### src/hdl/frt_pkg.sv
// ============================================================================
// frt_pkg
// Shared constants, types and the arctangent table for the frame rotate and
// translate unit.
// ============================================================================
package frt_pkg;

	// Number of CORDIC iterations; anything above 32 behaves as 32.
	localparam int CORDIC_STAGES = 16;
	localparam int CORDIC_N = (CORDIC_STAGES > 32) ? 32 : CORDIC_STAGES;

	// Angles in Q.30 radians.
	localparam int ANG_W = 35;
	localparam int Z_W = 33;
	localparam logic signed [ANG_W-1:0] ANG_PI = 35'sd3373259426;
	localparam logic signed [ANG_W-1:0] ANG_TWO_PI = 35'sd6746518852;
	localparam logic signed [ANG_W-1:0] ANG_HALF_PI = 35'sd1686629713;

	// CORDIC datapath in Q2.30.
	localparam int CW = 33;
	localparam logic signed [CW-1:0] CORDIC_GAIN = 33'sd652032874;
	localparam logic signed [CW-1:0] ONE_Q30 = 33'sd1073741824;

	// Side data that travels with each point through the pipeline.
	typedef struct packed {
		logic action;
		logic signed [32:0] a;
		logic signed [32:0] b;
		logic signed [31:0] rx;
		logic signed [31:0] ry;
		logic flip;
	} frt_side_t;

	// Action codes.
	localparam logic ACT_LOCAL_TO_GLOBAL = 1'b0;
	localparam logic ACT_GLOBAL_TO_LOCAL = 1'b1;

	// atan(2^-i) * 2^30, truncated.
	function automatic logic signed [31:0] atan_q30(input logic [4:0] idx);
		logic signed [31:0] r;
		unique case (idx)
			5'd0: r = 32'sd843314856;
			5'd1: r = 32'sd497837829;
			5'd2: r = 32'sd263043836;
			5'd3: r = 32'sd133525158;
			5'd4: r = 32'sd67021686;
			5'd5: r = 32'sd33543515;
			5'd6: r = 32'sd16775850;
			5'd7: r = 32'sd8388437;
			5'd8: r = 32'sd4194282;
			5'd9: r = 32'sd2097149;
			5'd10: r = 32'sd1048575;
			5'd11: r = 32'sd524287;
			5'd12: r = 32'sd262143;
			5'd13: r = 32'sd131071;
			5'd14: r = 32'sd65535;
			5'd15: r = 32'sd32767;
			5'd16: r = 32'sd16383;
			5'd17: r = 32'sd8191;
			5'd18: r = 32'sd4095;
			5'd19: r = 32'sd2047;
			5'd20: r = 32'sd1023;
			5'd21: r = 32'sd511;
			5'd22: r = 32'sd255;
			5'd23: r = 32'sd127;
			5'd24: r = 32'sd63;
			5'd25: r = 32'sd31;
			5'd26: r = 32'sd15;
			5'd27: r = 32'sd7;
			5'd28: r = 32'sd3;
			5'd29: r = 32'sd1;
			default: r = 32'sd0;
		endcase
		return r;
	endfunction

endpackage

### src/hdl/frt_reduce.sv
// ============================================================================
// frt_reduce
// First pipeline stage: heading range reduction and point offset.
// ============================================================================
module frt_reduce (
	input  logic                          clk,
	input  logic                          arst_n,
	input  logic                          adv,
	input  logic                          valid,
	input  logic                          action,
	input  logic signed [31:0]            point_x,
	input  logic signed [31:0]            point_y,
	input  logic signed [31:0]            robot_x,
	input  logic signed [31:0]            robot_y,
	input  logic signed [15:0]            heading,
	output logic                          valid_s1,
	output logic signed [frt_pkg::Z_W-1:0] z_s1,
	output frt_pkg::frt_side_t            side_s1
);
	import frt_pkg::*;

	logic signed [ANG_W-1:0] z0, z1, z2;
	logic flip;
	logic signed [32:0] px, py, dx, dy;

	always_comb begin
		z0 = signed'({heading[15], heading, 18'b0});
		if (z0 > ANG_PI) begin
			z1 = z0 - ANG_TWO_PI;
		end else if (z0 < -ANG_PI) begin
			z1 = z0 + ANG_TWO_PI;
		end else begin
			z1 = z0;
		end
		// Fold into the right half plane; sine and cosine change sign.
		if (z1 > ANG_HALF_PI) begin
			z2 = z1 - ANG_PI;
			flip = 1'b1;
		end else if (z1 < -ANG_HALF_PI) begin
			z2 = z1 + ANG_PI;
			flip = 1'b1;
		end else begin
			z2 = z1;
			flip = 1'b0;
		end
		px = 33'(point_x);
		py = 33'(point_y);
		dx = px - 33'(robot_x);
		dy = py - 33'(robot_y);
	end

	always_ff @(posedge clk or negedge arst_n) begin
		if (!arst_n) begin
			valid_s1 <= 1'b0;
		end else if (adv) begin
			valid_s1 <= valid;
		end
	end

	always_ff @(posedge clk) begin
		if (adv) begin
			z_s1 <= z2[Z_W-1:0];
			side_s1.action <= action;
			side_s1.a <= (action == ACT_GLOBAL_TO_LOCAL) ? dx : px;
			side_s1.b <= (action == ACT_GLOBAL_TO_LOCAL) ? dy : py;
			side_s1.rx <= robot_x;
			side_s1.ry <= robot_y;
			side_s1.flip <= flip;
		end
	end

endmodule

### config.mk
export PLATFORM = sky130hd
export DESIGN_NAME = frt_reduce
export DESIGN_NICKNAME = d
export VERILOG_FILES = /design/src/hdl/frt_pkg.sv /design/src/hdl/frt_reduce.sv
export SDC_FILE = /design/constraint.sdc
export NUM_CORES = 1
export LEC_CHECK = 0
export BUFFER_PORTS_ARGS = -buffer_cell sky130_fd_sc_hd__buf_4
export CAP_MARGIN = 20
export CORE_ASPECT_RATIO = 0.5
export CORE_MARGIN = 10
export CORE_UTILIZATION = 48
export DETAILED_ROUTE_END_ITERATION = 16
export PLACE_DENSITY = 0.88
export SETUP_SLACK_MARGIN = 0.3
export SLEW_MARGIN = 20
export SYNTH_ARGS = -nofsm -noshare
export SYNTH_HDL_FRONTEND = slang
export SYNTH_SLANG_ARGS = --single-unit
### constraint.sdc
create_clock -name clk -period 0.8 [get_ports clk]
set_input_delay 0.16 -clock clk [delete_from_list [all_inputs] [get_ports clk]]
set_output_delay 0.16 -clock clk [all_outputs]
set_load 0.05 [all_outputs]
==> qor.yml, run 1 <==
run_status:
  status: "finished, violations left"
  violations: "hold timing, setup timing"
logic_synthesis:
  synthCells: 971
  yosysWarningCount: 0
  postSynth.asyncResetShare: 0.00637
  synth.net_count: 1191
  synth-main-ff-cell: "sky130_fd_sc_hd__edfxtp_1"
  syn_area_mm2: 0.0103
  syn_avg_cell_area_um2: 10.6
  yosysSeqAreaShare: 0.458
  synth-seq-cells: 157
  count_of_flip_flops_with_a_built_in_enable_after_synthesis: 156
  synth_cell_types: 80
critical_path:
  cp_slowest_stage_delay_ns: 1.00
  path_cells: "buf_4, inv_2, ha_4, buf_6, a211o_1, o311ai_4, o221ai_4, a21boi_2, or3b_4, buf_4, a21oi_4, o311ai_1"
  worstSetupPathType: "in -> reg"
  required_ns: 0.88
  cp.depth: 12
  crit_slowest_cell: "sky130_fd_sc_hd__o311ai_1"
  startpoint_type: "input pin"
  capturing_element_type_of_the_critical_path: "flop"
  crit_buf_inv: 4
  delay_heaviest_family_cp: "compound AO/OA/AOI/OAI gates"
  reg2reg_depth: 1
  crit_arrival_ns: 3.98
  worstPathMaxFanout: 3
  timing.critical_path.mode_cell: "sky130_fd_sc_hd__buf_4"
clocking:
  htreeDepth: 4
  cts.reportedPaths.clkPinSlew_ns: 0.07
  holdBufCountCts: 1
  clock_latency_at_the_later_pin_of_the_worst_skew_pair_ns: 0.44
  cts.root.buffer_cell: "sky130_fd_sc_hd__clkbuf_16"
  cts_tree: "built"
  clockBufferDepth: 2
  tritoncts.num_buffers: 17
  clock_sinks: 157
layout:
  syn_to_final_growth_pct: 83.2
  number_of_nets_in_the_layout: 1826
  leading_cell_type_in_the_layout_fill_and_taps_excluded: "sky130_fd_sc_hd__buf_4"
  fillCellCount: 723
  multi_input_area_mm2: 0.00669
  seq_area_mm2: 0.00471
  final_layout_size_suffix_gt1_frac: 0.597
  stdcell_area_mm2: 0.0188
  layout.cells.most_common_list: "404 x sky130_fd_sc_hd__buf_4, 234 x sky130_fd_sc_hd__buf_6, 156 x sky130_fd_sc_hd__edfxtp_1"
  final_cell_utilization_of_the_core: 0.906
place:
  gp_congestion: 0.910
  place_hpwl_mm: 29.3
  postPlaceCellArea_mm2: 0.0155
  portBuffers: 313
sta:
  timing.slew.headroom: 0.157
  timing_hold_violations_final: 59
  slew_viol_final: 0
  skew_ns: 0
  fmaxAchievable_mhz: 256
  fin_ws_ns: -3.10
  hold-worst-slack_ns: -0.111
  final_min_period_over_clock_period: 4.87
  setup_viol: 254
  shortest_clock_period_the_worst_path_allows_after_layout_ns: 3.90
  setup_tns_after_final_layout_ns: -207.81
  rsz0062_at_grt: "yes"
  max_slew.worst_pin.slew_ns: 1.24
floorplanning:
  width_of_the_chip_um: 227
  floorplan.rows: 37
  core_area_mm2: 0.0208
  design.portCount: 315
  start_util: 0.495
  die_height_um: 124
  die_area_mm2: 0.0280
global_routing:
  antenna_violations_before_repair: 5
  grt_pass1_wl_mm: 68.9
  globalRouteOverflowTotal: 0
  globalRouteTotalUtil: 0.320
  grt_max_degree: 38
  number_of_global_route_vias_before_repair: 12119
min_path:
  worstHoldPathCells: 1
  hp-class: "in -> reg"
detailed_routing:
  drcViolationCount: 0
  route.detailed.vias_per_inst: 6.53
  routedWlPerCell_um: 30.5
  ant_nets: 0
  drt_wl_total_mm: 57.8
  drt_iter0_drc: 1533
  first_pass_iters: 6
  via_count: 12381
pwr:
  leakagePower_uw: 0.00838
  powerDensity_mw_per_mm2: 2000
  peak_supply_drop_mv: 1.40
job:
  maxCapViolCount: 0
kinds of logic (layout without fill, tap and decap cells):
kind of cell               after synthesis  after routing  share of synthesized area
adders and majority gates               71             71                     0.0878
DFF                                    157            157                      0.458
and+or+nand+nor                        222            222                      0.109
buffers and inverters                  133            781                     0.0561
xor gates and xnor gates                74             74                     0.0630
other                                    1              4                   0.000365
muxes                                   45             45                     0.0488
AOI/OAI and AO/OA                      268            268                      0.177
area by class of cell:
| cell class | count | area share |
|---|---|---|
| clock inverters | 13 | 0.00996 |
| multi-input cells | 681 | 0.355 |
| diodes | 3 | 0.000398 |
| flip-flops and latches | 157 | 0.250 |
| repair buffers | 658 | 0.321 |
| inverters | 91 | 0.0220 |
| well taps | 273 | 0.0181 |
| clock buffers | 19 | 0.0230 |
per-stage QoR:
step                      total power, uW  setup WS, ns  cells  hold slack [ns]
after CTS                           35000         -1.95   1857           -0.113
after floorplan                     18900         -2.53    971           -0.136
after global placement              23600         -2.59   1786          -0.0642
after global routing                38400         -2.92   1894           -0.115
after detailed placement            24000         -2.70   1786          -0.0632
final                               37700         -3.10   1895           -0.111
Yosys cell counts, types with 11 or more instances:
| library cell | number | area, um^2 |
|---|---|---|
| sky130_fd_sc_hd__xnor2_1 | 47 | 412 |
| sky130_fd_sc_hd__ha_1 | 69 | 863 |
| sky130_fd_sc_hd__nand3_1 | 12 | 60.1 |
| sky130_fd_sc_hd__buf_4 | 13 | 97.6 |
| sky130_fd_sc_hd__inv_1 | 90 | 338 |
| sky130_fd_sc_hd__nand2b_1 | 15 | 93.8 |
| sky130_fd_sc_hd__xor2_1 | 27 | 236 |
| sky130_fd_sc_hd__o21ai_0 | 42 | 210 |
| sky130_fd_sc_hd__nor3_1 | 12 | 60.1 |
| sky130_fd_sc_hd__clkbuf_1 | 19 | 71.3 |
| sky130_fd_sc_hd__edfxtp_1 | 156 | 4680 |
| sky130_fd_sc_hd__a211oi_1 | 11 | 82.6 |
| sky130_fd_sc_hd__o21a_1 | 14 | 105 |
| sky130_fd_sc_hd__nand2_1 | 54 | 203 |
| sky130_fd_sc_hd__mux2_2 | 41 | 462 |
| sky130_fd_sc_hd__a21o_1 | 21 | 158 |
| sky130_fd_sc_hd__nor2_1 | 61 | 229 |
| sky130_fd_sc_hd__a21oi_1 | 73 | 365 |
| sky130_fd_sc_hd__a31oi_1 | 12 | 75.1 |
final timing paths:
kind                            startpoint           end  slack, ns
worst min register to register    valid_s1      valid_s1       0.53
worst max-delay path            robot_x[6]  side_s1[125]      -3.10
max in group asynchronous           arst_n      valid_s1       0.69
worst min-delay path            robot_x[0]   side_s1[33]      -0.11
worst max register to register    valid_s1      valid_s1       0.03
min in group asynchronous           arst_n      valid_s1       0.02
what timing repair did:
action                                  in CTS  in global routing
gates resized for setup                    358                123
endpoints found under the setup margin     295                296
pin swaps                                  104                 99
endpoints found under the hold margin       64                 60
buffers inserted                            37                 34
cloned                                       1                  1
report_power, final:
part / switching, uW / internal [uW] / total [uW]
clock network: 3990 / 5260 / 9250
registers: 667 / 10300 / 11000
logic: 10000 / 7470 / 17500
metal layers:
| layer | GRT usage | part of all wire | vias to the layer above |
|---|---|---|---|
| met5 | 0 | 0.00017 | - |
| met4 | 0.253 | 0.10 | 2 |
| met3 | 0.0740 | 0.10 | 477 |
| met2 | 0.607 | 0.49 | 1089 |
| met1 | 0.299 | 0.31 | 5943 |
| li1 | - | - | 4870 |
flip-flops by register name, indices dropped and copies added, names as in the netlist:
signal	cells
z_s1	25
valid_s1	1
side_s1	131
Note: power is estimated with default switching activity, not from simulation.
==> run 2, diff against run 1 <==
==> constraint.sdc (replaced) <==
create_clock -name clk -period 3.3 [get_ports clk]
set_input_delay 0.66 -clock clk [delete_from_list [all_inputs] [get_ports clk]]
set_output_delay 0.66 -clock clk [all_outputs]
set_load 0.05 [all_outputs]
==> run 2 against run 1 <==
The flow finishes with violations (setup timing). Setup slack better by 3.1 ns. Largest cell class unchanged. First-iteration DRC count down 43%. Critical path type unchanged. Sequential power is 76% lower. Cell area is 18% lower. Global-route usage is 8.2 points lower. Sequential share of layout area increased by 5.4 points. Cell count decreased by 10%. Total power decreased by 80%.
==> qor.yml, run 2 (synthesis results as in run 1) <==
min_path:
  hp-class: "in -> reg"
  min_to: "side_s1[43]"
  worstHoldPathCells: 1  # unchanged
  hold_path.startpoint: "robot_x[10]"
critical_path:
  capturing_element_type_of_the_critical_path: "flop"
  crit_arrival_ns: 3.49  # -0.49 ns
  worstSetupPathType: "in -> reg"
  worstPathMaxFanout: 8  # +5
  required_ns: 3.48  # +2.60 ns
  startpoint_type: "input pin"
  path_cells: "buf_6, or4b_4, a21oi_2, o21ai_2, buf_4, buf_4, buf_4, o32ai_4, xor2_1, buf_4, nor2_1, nand2_2, o21a_4, buf_6, a32o_1, xor2_1"
  worst_reg2reg_path_endpoint: "valid_s1"
  crit_slowest_cell: "sky130_fd_sc_hd__or4b_4"
  timing.reg2reg.setup_slack_ns: 2.56  # +2.53 ns
  cp_slowest_stage_delay_ns: 0.53  # -0.47 ns
  worstReg2RegStart: "valid_s1"
  timing.critical_path.mode_cell: "sky130_fd_sc_hd__buf_4"
  delay_heaviest_family_cp: "compound AO/OA/AOI/OAI gates"
  crit_buf_inv: 6  # +2
  reg2reg_depth: 1  # unchanged
global_routing:
  globalRouteTotalUtil: 0.238  # -0.0823
  antenna_violations_before_repair: 0  # -5
  globalRouteOverflowTotal: 0  # unchanged
  grt_pass1_wl_mm: 52.8  # -23%
  number_of_global_route_vias_before_repair: 10066  # -17%
  grt_max_degree: 73  # +92%
detailed_routing:
  routedWlPerCell_um: 21.6  # -29%
  drt_iter0_drc: 873  # -43%
  drcViolationCount: 0  # unchanged
  routed-wl-met3_mm: 2.01  # -65%
  via_count: 9891  # -20%
  m1WireLength_mm: 13.4  # -25%
  ant_nets: 0  # unchanged
  met2_wirelength_from_detailed_routing_mm: 19.7  # -30%
  top_layer_used: "met4"
  route.detailed.vias_per_inst: 5.81  # -11%
  first_pass_iters: 8  # +2
  drt_wl_total_mm: 36.7  # -36%
run_status:
  violations: "setup timing"
  status: "finished, violations left"
floorplanning:
  start_util: 0.495  # unchanged
  die_area_mm2: 0.0280  # unchanged
  die_height_um: 124  # unchanged
  core_area_mm2: 0.0208  # unchanged
  design.portCount: 315  # unchanged
  width_of_the_chip_um: 227  # unchanged
  floorplan.rows: 37  # unchanged
job:
  maxCapViolCount: 0  # unchanged
sta:
  slew_viol_final: 0  # unchanged
  max_slew.worst_pin.slew_ns: 0.782  # -0.463 ns
  final_min_period_over_clock_period: 1.00
  setup_tns_after_final_layout_ns: -0.00707  # +207.80 ns
  fin_ws_ns: -0.00707  # +3.09 ns
  timing_hold_violations_final: 0  # -100%
  setup_viol: 1  # -99.6%
  hold-worst-slack_ns: 0.408  # +0.519 ns
  timing.slew.headroom: 0.465  # +0.308
  skew_ns: 0  # unchanged
  shortest_clock_period_the_worst_path_allows_after_layout_ns: 3.31
  fmaxAchievable_mhz: 302
  rsz0062_at_grt: "yes"
layout:
  fillCellCount: 1290  # +78%
  layout.cells.most_common_list: "446 x sky130_fd_sc_hd__buf_4, 156 x sky130_fd_sc_hd__edfxtp_1, 86 x sky130_fd_sc_hd__inv_1"
  number_of_nets_in_the_layout: 1637  # -10%
  syn_to_final_growth_pct: 50.8
  leading_cell_type_in_the_layout_fill_and_taps_excluded: "sky130_fd_sc_hd__buf_4"
  largestRegisters: "side_s1 x131, z_s1 x25, valid_s1 x1"
  antennaDiodeCount: 0  # -3
  final_layout_size_suffix_gt1_frac: 0.471  # -0.126
  max_reg_flops: 131  # unchanged
  multi_input_area_mm2: 0.00594  # -11%
  final_cell_utilization_of_the_core: 0.746  # -0.160
  seq_area_mm2: 0.00471  # about the same
  registers.top_by_ff_count: "side_s1"
clocking:
  cts.root.buffer_cell: "sky130_fd_sc_hd__clkbuf_16"
  cts.reportedPaths.clkPinSlew_ns: 0.07  # about the same
  tritoncts.num_buffers: 17  # unchanged
  htreeDepth: 4  # unchanged
  clockBufferDepth: 2  # unchanged
  clock_sinks: 157  # unchanged
  cts_tree: "built"
  clock_latency_at_the_later_pin_of_the_worst_skew_pair_ns: 0.42  # -0.02 ns
place:
  dp_slack_ns: -0.671  # +2.03 ns
  gp_congestion: 0.917  # +0.77%
  place_hpwl_mm: 26.5  # -9.7%
  portBuffers: 313  # unchanged
pwr:
  powerDensity_mw_per_mm2: 497  # -75%
  peak_supply_drop_mv: 0.336  # -76%
  leakagePower_uw: 0.00682  # -19%
run 2: timing repair:
action / 4_1_cts / 5_1_grt
hold buffers: 1 / 0
pin swaps: 32 / 37
endpoints found under the setup margin: 34 / 47
buffers inserted: 10 / 15
hold endpoints to repair: 1 / 0
gates resized for setup: 62 / 86
run 2: metal layers:
metal,GRT usage,vias to the layer above
met1,0.258,4852
met4,0.0964,0
met2,0.458,437
li1,-,4486
met5,0,-
met3,0.0404,116
run 2: area by class of cell:
type / instances / share of cell area
clock buffer: 20 / 0.0281
clock inverter: 12 / 0.00637
inverter: 91 / 0.0236
multi-input combinational: 681 / 0.383
sequential: 157 / 0.304
tap: 273 / 0.0220
timing repair buffer: 469 / 0.234
run 2: where the power goes:
part	total (uW)	internal, uW	switching (uW)
Sequential	2590	2490	94.6
Clock	1870	1030	838
Combinational	3250	1250	2000
Total	7710	4780	2930
run 2: worst max-delay path by stage:
stage                to  slack [ns]  depth (start not counted)         from
6_report       z_s1[23]      -0.007                         16  heading[15]
5_1_grt        z_s1[30]       -0.09                         16   heading[0]
4_1_cts        z_s1[14]        0.15                         13  heading[15]
3_5_place_dp   z_s1[14]       -0.67                         12  heading[14]
3_3_place_gp   z_s1[14]       -0.56                         12  heading[14]
2_1_floorplan  z_s1[26]       -0.53                         12  heading[10]
run 2: metrics by stage:
stage	instance area, um^2	cells	power (uW)
6_report	15500	1703	7710
5_1_grt	15500	1703	7950
4_1_cts	14900	1688	7490
2_1_floorplan	10600	971	4490
3_3_place_gp	14000	1645	5450
3_5_place_dp	14000	1645	5530
==> run 3, diff against run 2 <==
--- a/config.mk
+++ b/config.mk
@@ -5,11 +5,12 @@
 export SDC_FILE = /design/constraint.sdc
 export NUM_CORES = 1
 export LEC_CHECK = 0
+export ABC_AREA = 1
 export BUFFER_PORTS_ARGS = -buffer_cell sky130_fd_sc_hd__buf_4
 export CAP_MARGIN = 20
 export CORE_ASPECT_RATIO = 0.5
 export CORE_MARGIN = 10
-export CORE_UTILIZATION = 48
+export CORE_UTILIZATION = 49
 export DETAILED_ROUTE_END_ITERATION = 16
 export PLACE_DENSITY = 0.88
 export SETUP_SLACK_MARGIN = 0.3
==> run 3 against run 2 <==
The run now ends clean. Largest cell class unchanged. Highest routed layer unchanged. Cell count increased by 27%. Synthesized cell count rose by 53%. Utilization shrank 8.7 points. Total power is 2.6% lower.
==> qor.yml, run 3 <==
global_routing:
  globalRouteTotalUtil: 0.236  # -0.00189
  use_met1: 0.272  # +0.0141
  number_of_global_route_vias_before_repair: 11059  # +9.9%
  grt_max_degree: 68  # -6.8%
  global_route.peak_usage_layer: "met2"
  globalRouteOverflowTotal: 0  # unchanged
  grt_util_met2: 0.442  # -0.0166
  grt_pass1_wl_mm: 58.0  # +9.8%
  antenna_violations_before_repair: 1  # +1
  grt_util_met3: 0.0391  # -0.00133
layout:
  leading_cell_type_in_the_layout_fill_and_taps_excluded: "sky130_fd_sc_hd__nand2_1"
  number_of_nets_in_the_layout: 2060  # +26%
  largestRegisters: "side_s1 x131, z_s1 x25, valid_s1 x1"
  fillCellCount: 1935  # +50%
  registers.top_by_ff_count: "side_s1"
  max_reg_flops: 131  # unchanged
  stdcell_area_mm2: 0.0151  # -2.5%
  final_layout_size_suffix_gt1_frac: 0.254  # -0.218
  layout.cells.most_common_list: "413 x sky130_fd_sc_hd__nand2_1, 370 x sky130_fd_sc_hd__buf_4, 194 x sky130_fd_sc_hd__inv_1"
  syn_to_final_growth_pct: 31.5
floorplanning:
  floorplan.rows: 39  # +5.4%
  start_util: 0.501  # +0.00662
  width_of_the_chip_um: 237  # +4.2%
  die_area_mm2: 0.0304  # +8.3%
  core_area_mm2: 0.0229  # +10%
  die_height_um: 128  # +3.9%
  design.portCount: 315  # unchanged
sta:
  max_slew.worst_pin.slew_ns: 0.766  # -0.0163 ns
  shortest_clock_period_the_worst_path_allows_after_layout_ns: 2.83  # -0.474 ns
  fmaxAchievable_mhz: 353  # +17%
  final_min_period_over_clock_period: 0.859  # -0.144
  timing_hold_violations_final: 0  # unchanged
  rsz0062_at_grt: "yes"
  setup_viol: 0  # -1
  skew_ns: 0  # unchanged
  slew_viol_final: 0  # unchanged
  setup_tns_after_final_layout_ns: 0  # +0.00707 ns
  timing.slew.headroom: 0.489  # +0.0236
critical_path:
  crit_arrival_ns: 3.02  # -0.47 ns
  worstReg2RegStart: "valid_s1"
  required_ns: 3.48  # about the same
  worstSetupPathType: "in -> reg"
  worstPathMaxFanout: 3  # -5
  worstSetupStartpoint: "robot_y[2]"
  capturing_element_type_of_the_critical_path: "flop"
  startpoint_type: "input pin"
logic_synthesis:
  syn_avg_cell_area_um2: 7.74  # -27%
  synthMuxAreaShare: 0.000979  # -0.0478
  postSynth.asyncResetShare: 0.00637  # unchanged
  yosysSeqAreaShare: 0.409  # -0.0484
  yosys.area_share.xor_xnor: 0.0259  # -0.0371
  synth_adder_area_share: 0.0785  # -0.00928
  synthTopCellsByCount: "416 x sky130_fd_sc_hd__nand2_1, 195 x sky130_fd_sc_hd__inv_1, 156 x sky130_fd_sc_hd__edfxtp_1"
  synth_area_leaders: "sky130_fd_sc_hd__edfxtp_1 41%, sky130_fd_sc_hd__nand2_1 14%, sky130_fd_sc_hd__ha_1 7.5%"
  synthCells: 1485  # +53%
  syn_area_mm2: 0.0115  # +12%
  synth_compound_gate_area_share: 0.121  # -0.0561
  synth.net_count: 1705  # +43%
  synth_top_area_frac: 0.407  # -0.0481
  synth_cell_types: 47  # -41%
  synth-seq-cells: 157  # unchanged
  largest_family_of_logic_cells_by_synthesized_area: "simple AND/OR/NAND/NOR gates"
  simple_logic_cell_fraction_of_the_synthesized_area: 0.276  # +0.167
  count_of_flip_flops_with_a_built_in_enable_after_synthesis: 156  # unchanged
  synth-main-ff-cell: "sky130_fd_sc_hd__edfxtp_1"
  yosysWarningCount: 0  # unchanged
  library_cell_with_the_largest_summed_area_after_synthesis: "sky130_fd_sc_hd__edfxtp_1"
  yosysMostFrequentCell: "sky130_fd_sc_hd__nand2_1"
detailed_routing:
  drt_wl_total_mm: 37.9  # +3.2%
  drcViolationCount: 0  # unchanged
  via_count: 11615  # +17%
  first_pass_iters: 6  # -2
  routedWlPerCell_um: 17.5  # -19%
  drt_iter0_drc: 1085  # +24%
  route.detailed.vias_per_inst: 5.38  # -7.4%
  ant_nets: 0  # unchanged
place:
  gp_congestion: 0.972  # +6.0%
  portBuffers: 313  # unchanged
  postPlaceCellArea_mm2: 0.0145  # +3.6%
  place_hpwl_mm: 30.5  # +15%
job:
  maxCapViolCount: 0  # unchanged
min_path:
  hp-class: "in -> reg"
  hold_path.startpoint: "robot_x[21]"
clocking:
  clock_sinks: 157  # unchanged
  htreeDepth: 4  # unchanged
  cts.root.buffer_cell: "sky130_fd_sc_hd__clkbuf_16"
  clockBufferDepth: 2  # unchanged
  cts.reportedPaths.clkPinSlew_ns: 0.07  # about the same
  cts_tree: "built"
  clock_latency_at_the_later_pin_of_the_worst_skew_pair_ns: 0.43  # about the same
  tritoncts.num_buffers: 17  # unchanged
run_status:
  status: "completed"
pwr:
  p_total_uw: 7510  # -2.6%
  powerDensity_mw_per_mm2: 496  # about the same
  peak_supply_drop_mv: 0.420  # +25%
  leakagePower_uw: 0.00743  # +9.0%
run 3: cell type report:
cell class | count | area [um^2] | share of cell area
repair buffers | 375 | 2860 | 0.189
clock inverters | 13 | 173 | 0.0114
well taps | 307 | 384 | 0.0254
clock buffers | 18 | 429 | 0.0284
multi-input cells | 1086 | 5810 | 0.384
flip-flops and latches | 157 | 4710 | 0.311
inverters | 203 | 762 | 0.0504
diodes | 1 | 2.50 | 0.000165
run 3: kinds of logic (layout without fill, tap and decap cells):
logic type,count (synthesis),after routing
AOI/OAI and AO/OA,240,240
xor gates and xnor gates,34,34
adders and majority gates,71,71
buffers and inverters,242,609
DFF,157,157
muxes,1,1
other,1,2
and+or+nand+nor,739,739
run 3: path summary, 6_finish.rpt:
| check | to | slack (ns) | cells after the start |
|---|---|---|---|
| max | side_s1[88] | 0.47 | 14 |
| min | side_s1[54] | 0.41 | 1 |
| max reg2reg | valid_s1 | 2.56 | 1 |
| min reg2reg | valid_s1 | 0.52 | 1 |
| max in group asynchronous | valid_s1 | 2.67 | 2 |
| min in group asynchronous | valid_s1 | 0.55 | 2 |
run 3: metal layers:
metal  share of wire  vias to the layer above  routed length (um)
met3           0.064                       56                2410
met2            0.52                      459               19800
li1                -                     5666                   -
met4           0.026                        0                1000
met5               0                        -                   0
met1            0.39                     5434               14700
run 3: power breakdown:
| group | switching, uW | total (uW) | internal [uW] |
|---|---|---|---|
| Sequential | 68.3 | 2540 | 2470 |
| Combinational | 1940 | 2890 | 948 |
| Clock | 825 | 2080 | 1250 |
run 3: through the flow:
stage / setup slack (ns) / instances / hold slack, ns / util
2_1_floorplan: 0.381 / 1485 / 0.364 / -
3_3_place_gp: 0.111 / 2126 / 0.435 / 0.631
3_5_place_dp: 0.00620 / 2126 / 0.437 / 0.631
4_1_cts: 0.448 / 2158 / 0.399 / 0.658
5_1_grt: 0.293 / 2160 / 0.398 / 0.660
6_report: 0.467 / 2160 / 0.408 / 0.660
run 3: timing repair:
action                                 in CTS  in global routing
buffers inserted                            0                  1
setup endpoints to repair                   0                 26
endpoints found under the hold margin       1                  0
hold buffers                                1                  0
resized for setup                           0                 10
run 3: worst max-delay path: stages:
cell	delay (ns)
sky130_fd_sc_hd__buf_4	0.10
sky130_fd_sc_hd__inv_1	0.04
sky130_fd_sc_hd__ha_1	0.35
sky130_fd_sc_hd__a21oi_1	0.17
sky130_fd_sc_hd__o21ai_0	0.15
sky130_fd_sc_hd__a21oi_2	0.21
sky130_fd_sc_hd__o21ai_0	0.21
sky130_fd_sc_hd__a21oi_1	0.25
sky130_fd_sc_hd__inv_1	0.10
sky130_fd_sc_hd__a21oi_1	0.18
sky130_fd_sc_hd__o21ai_0	0.15
sky130_fd_sc_hd__or2_2	0.29
sky130_fd_sc_hd__nand3_1	0.07
sky130_fd_sc_hd__nand2_1	0.06
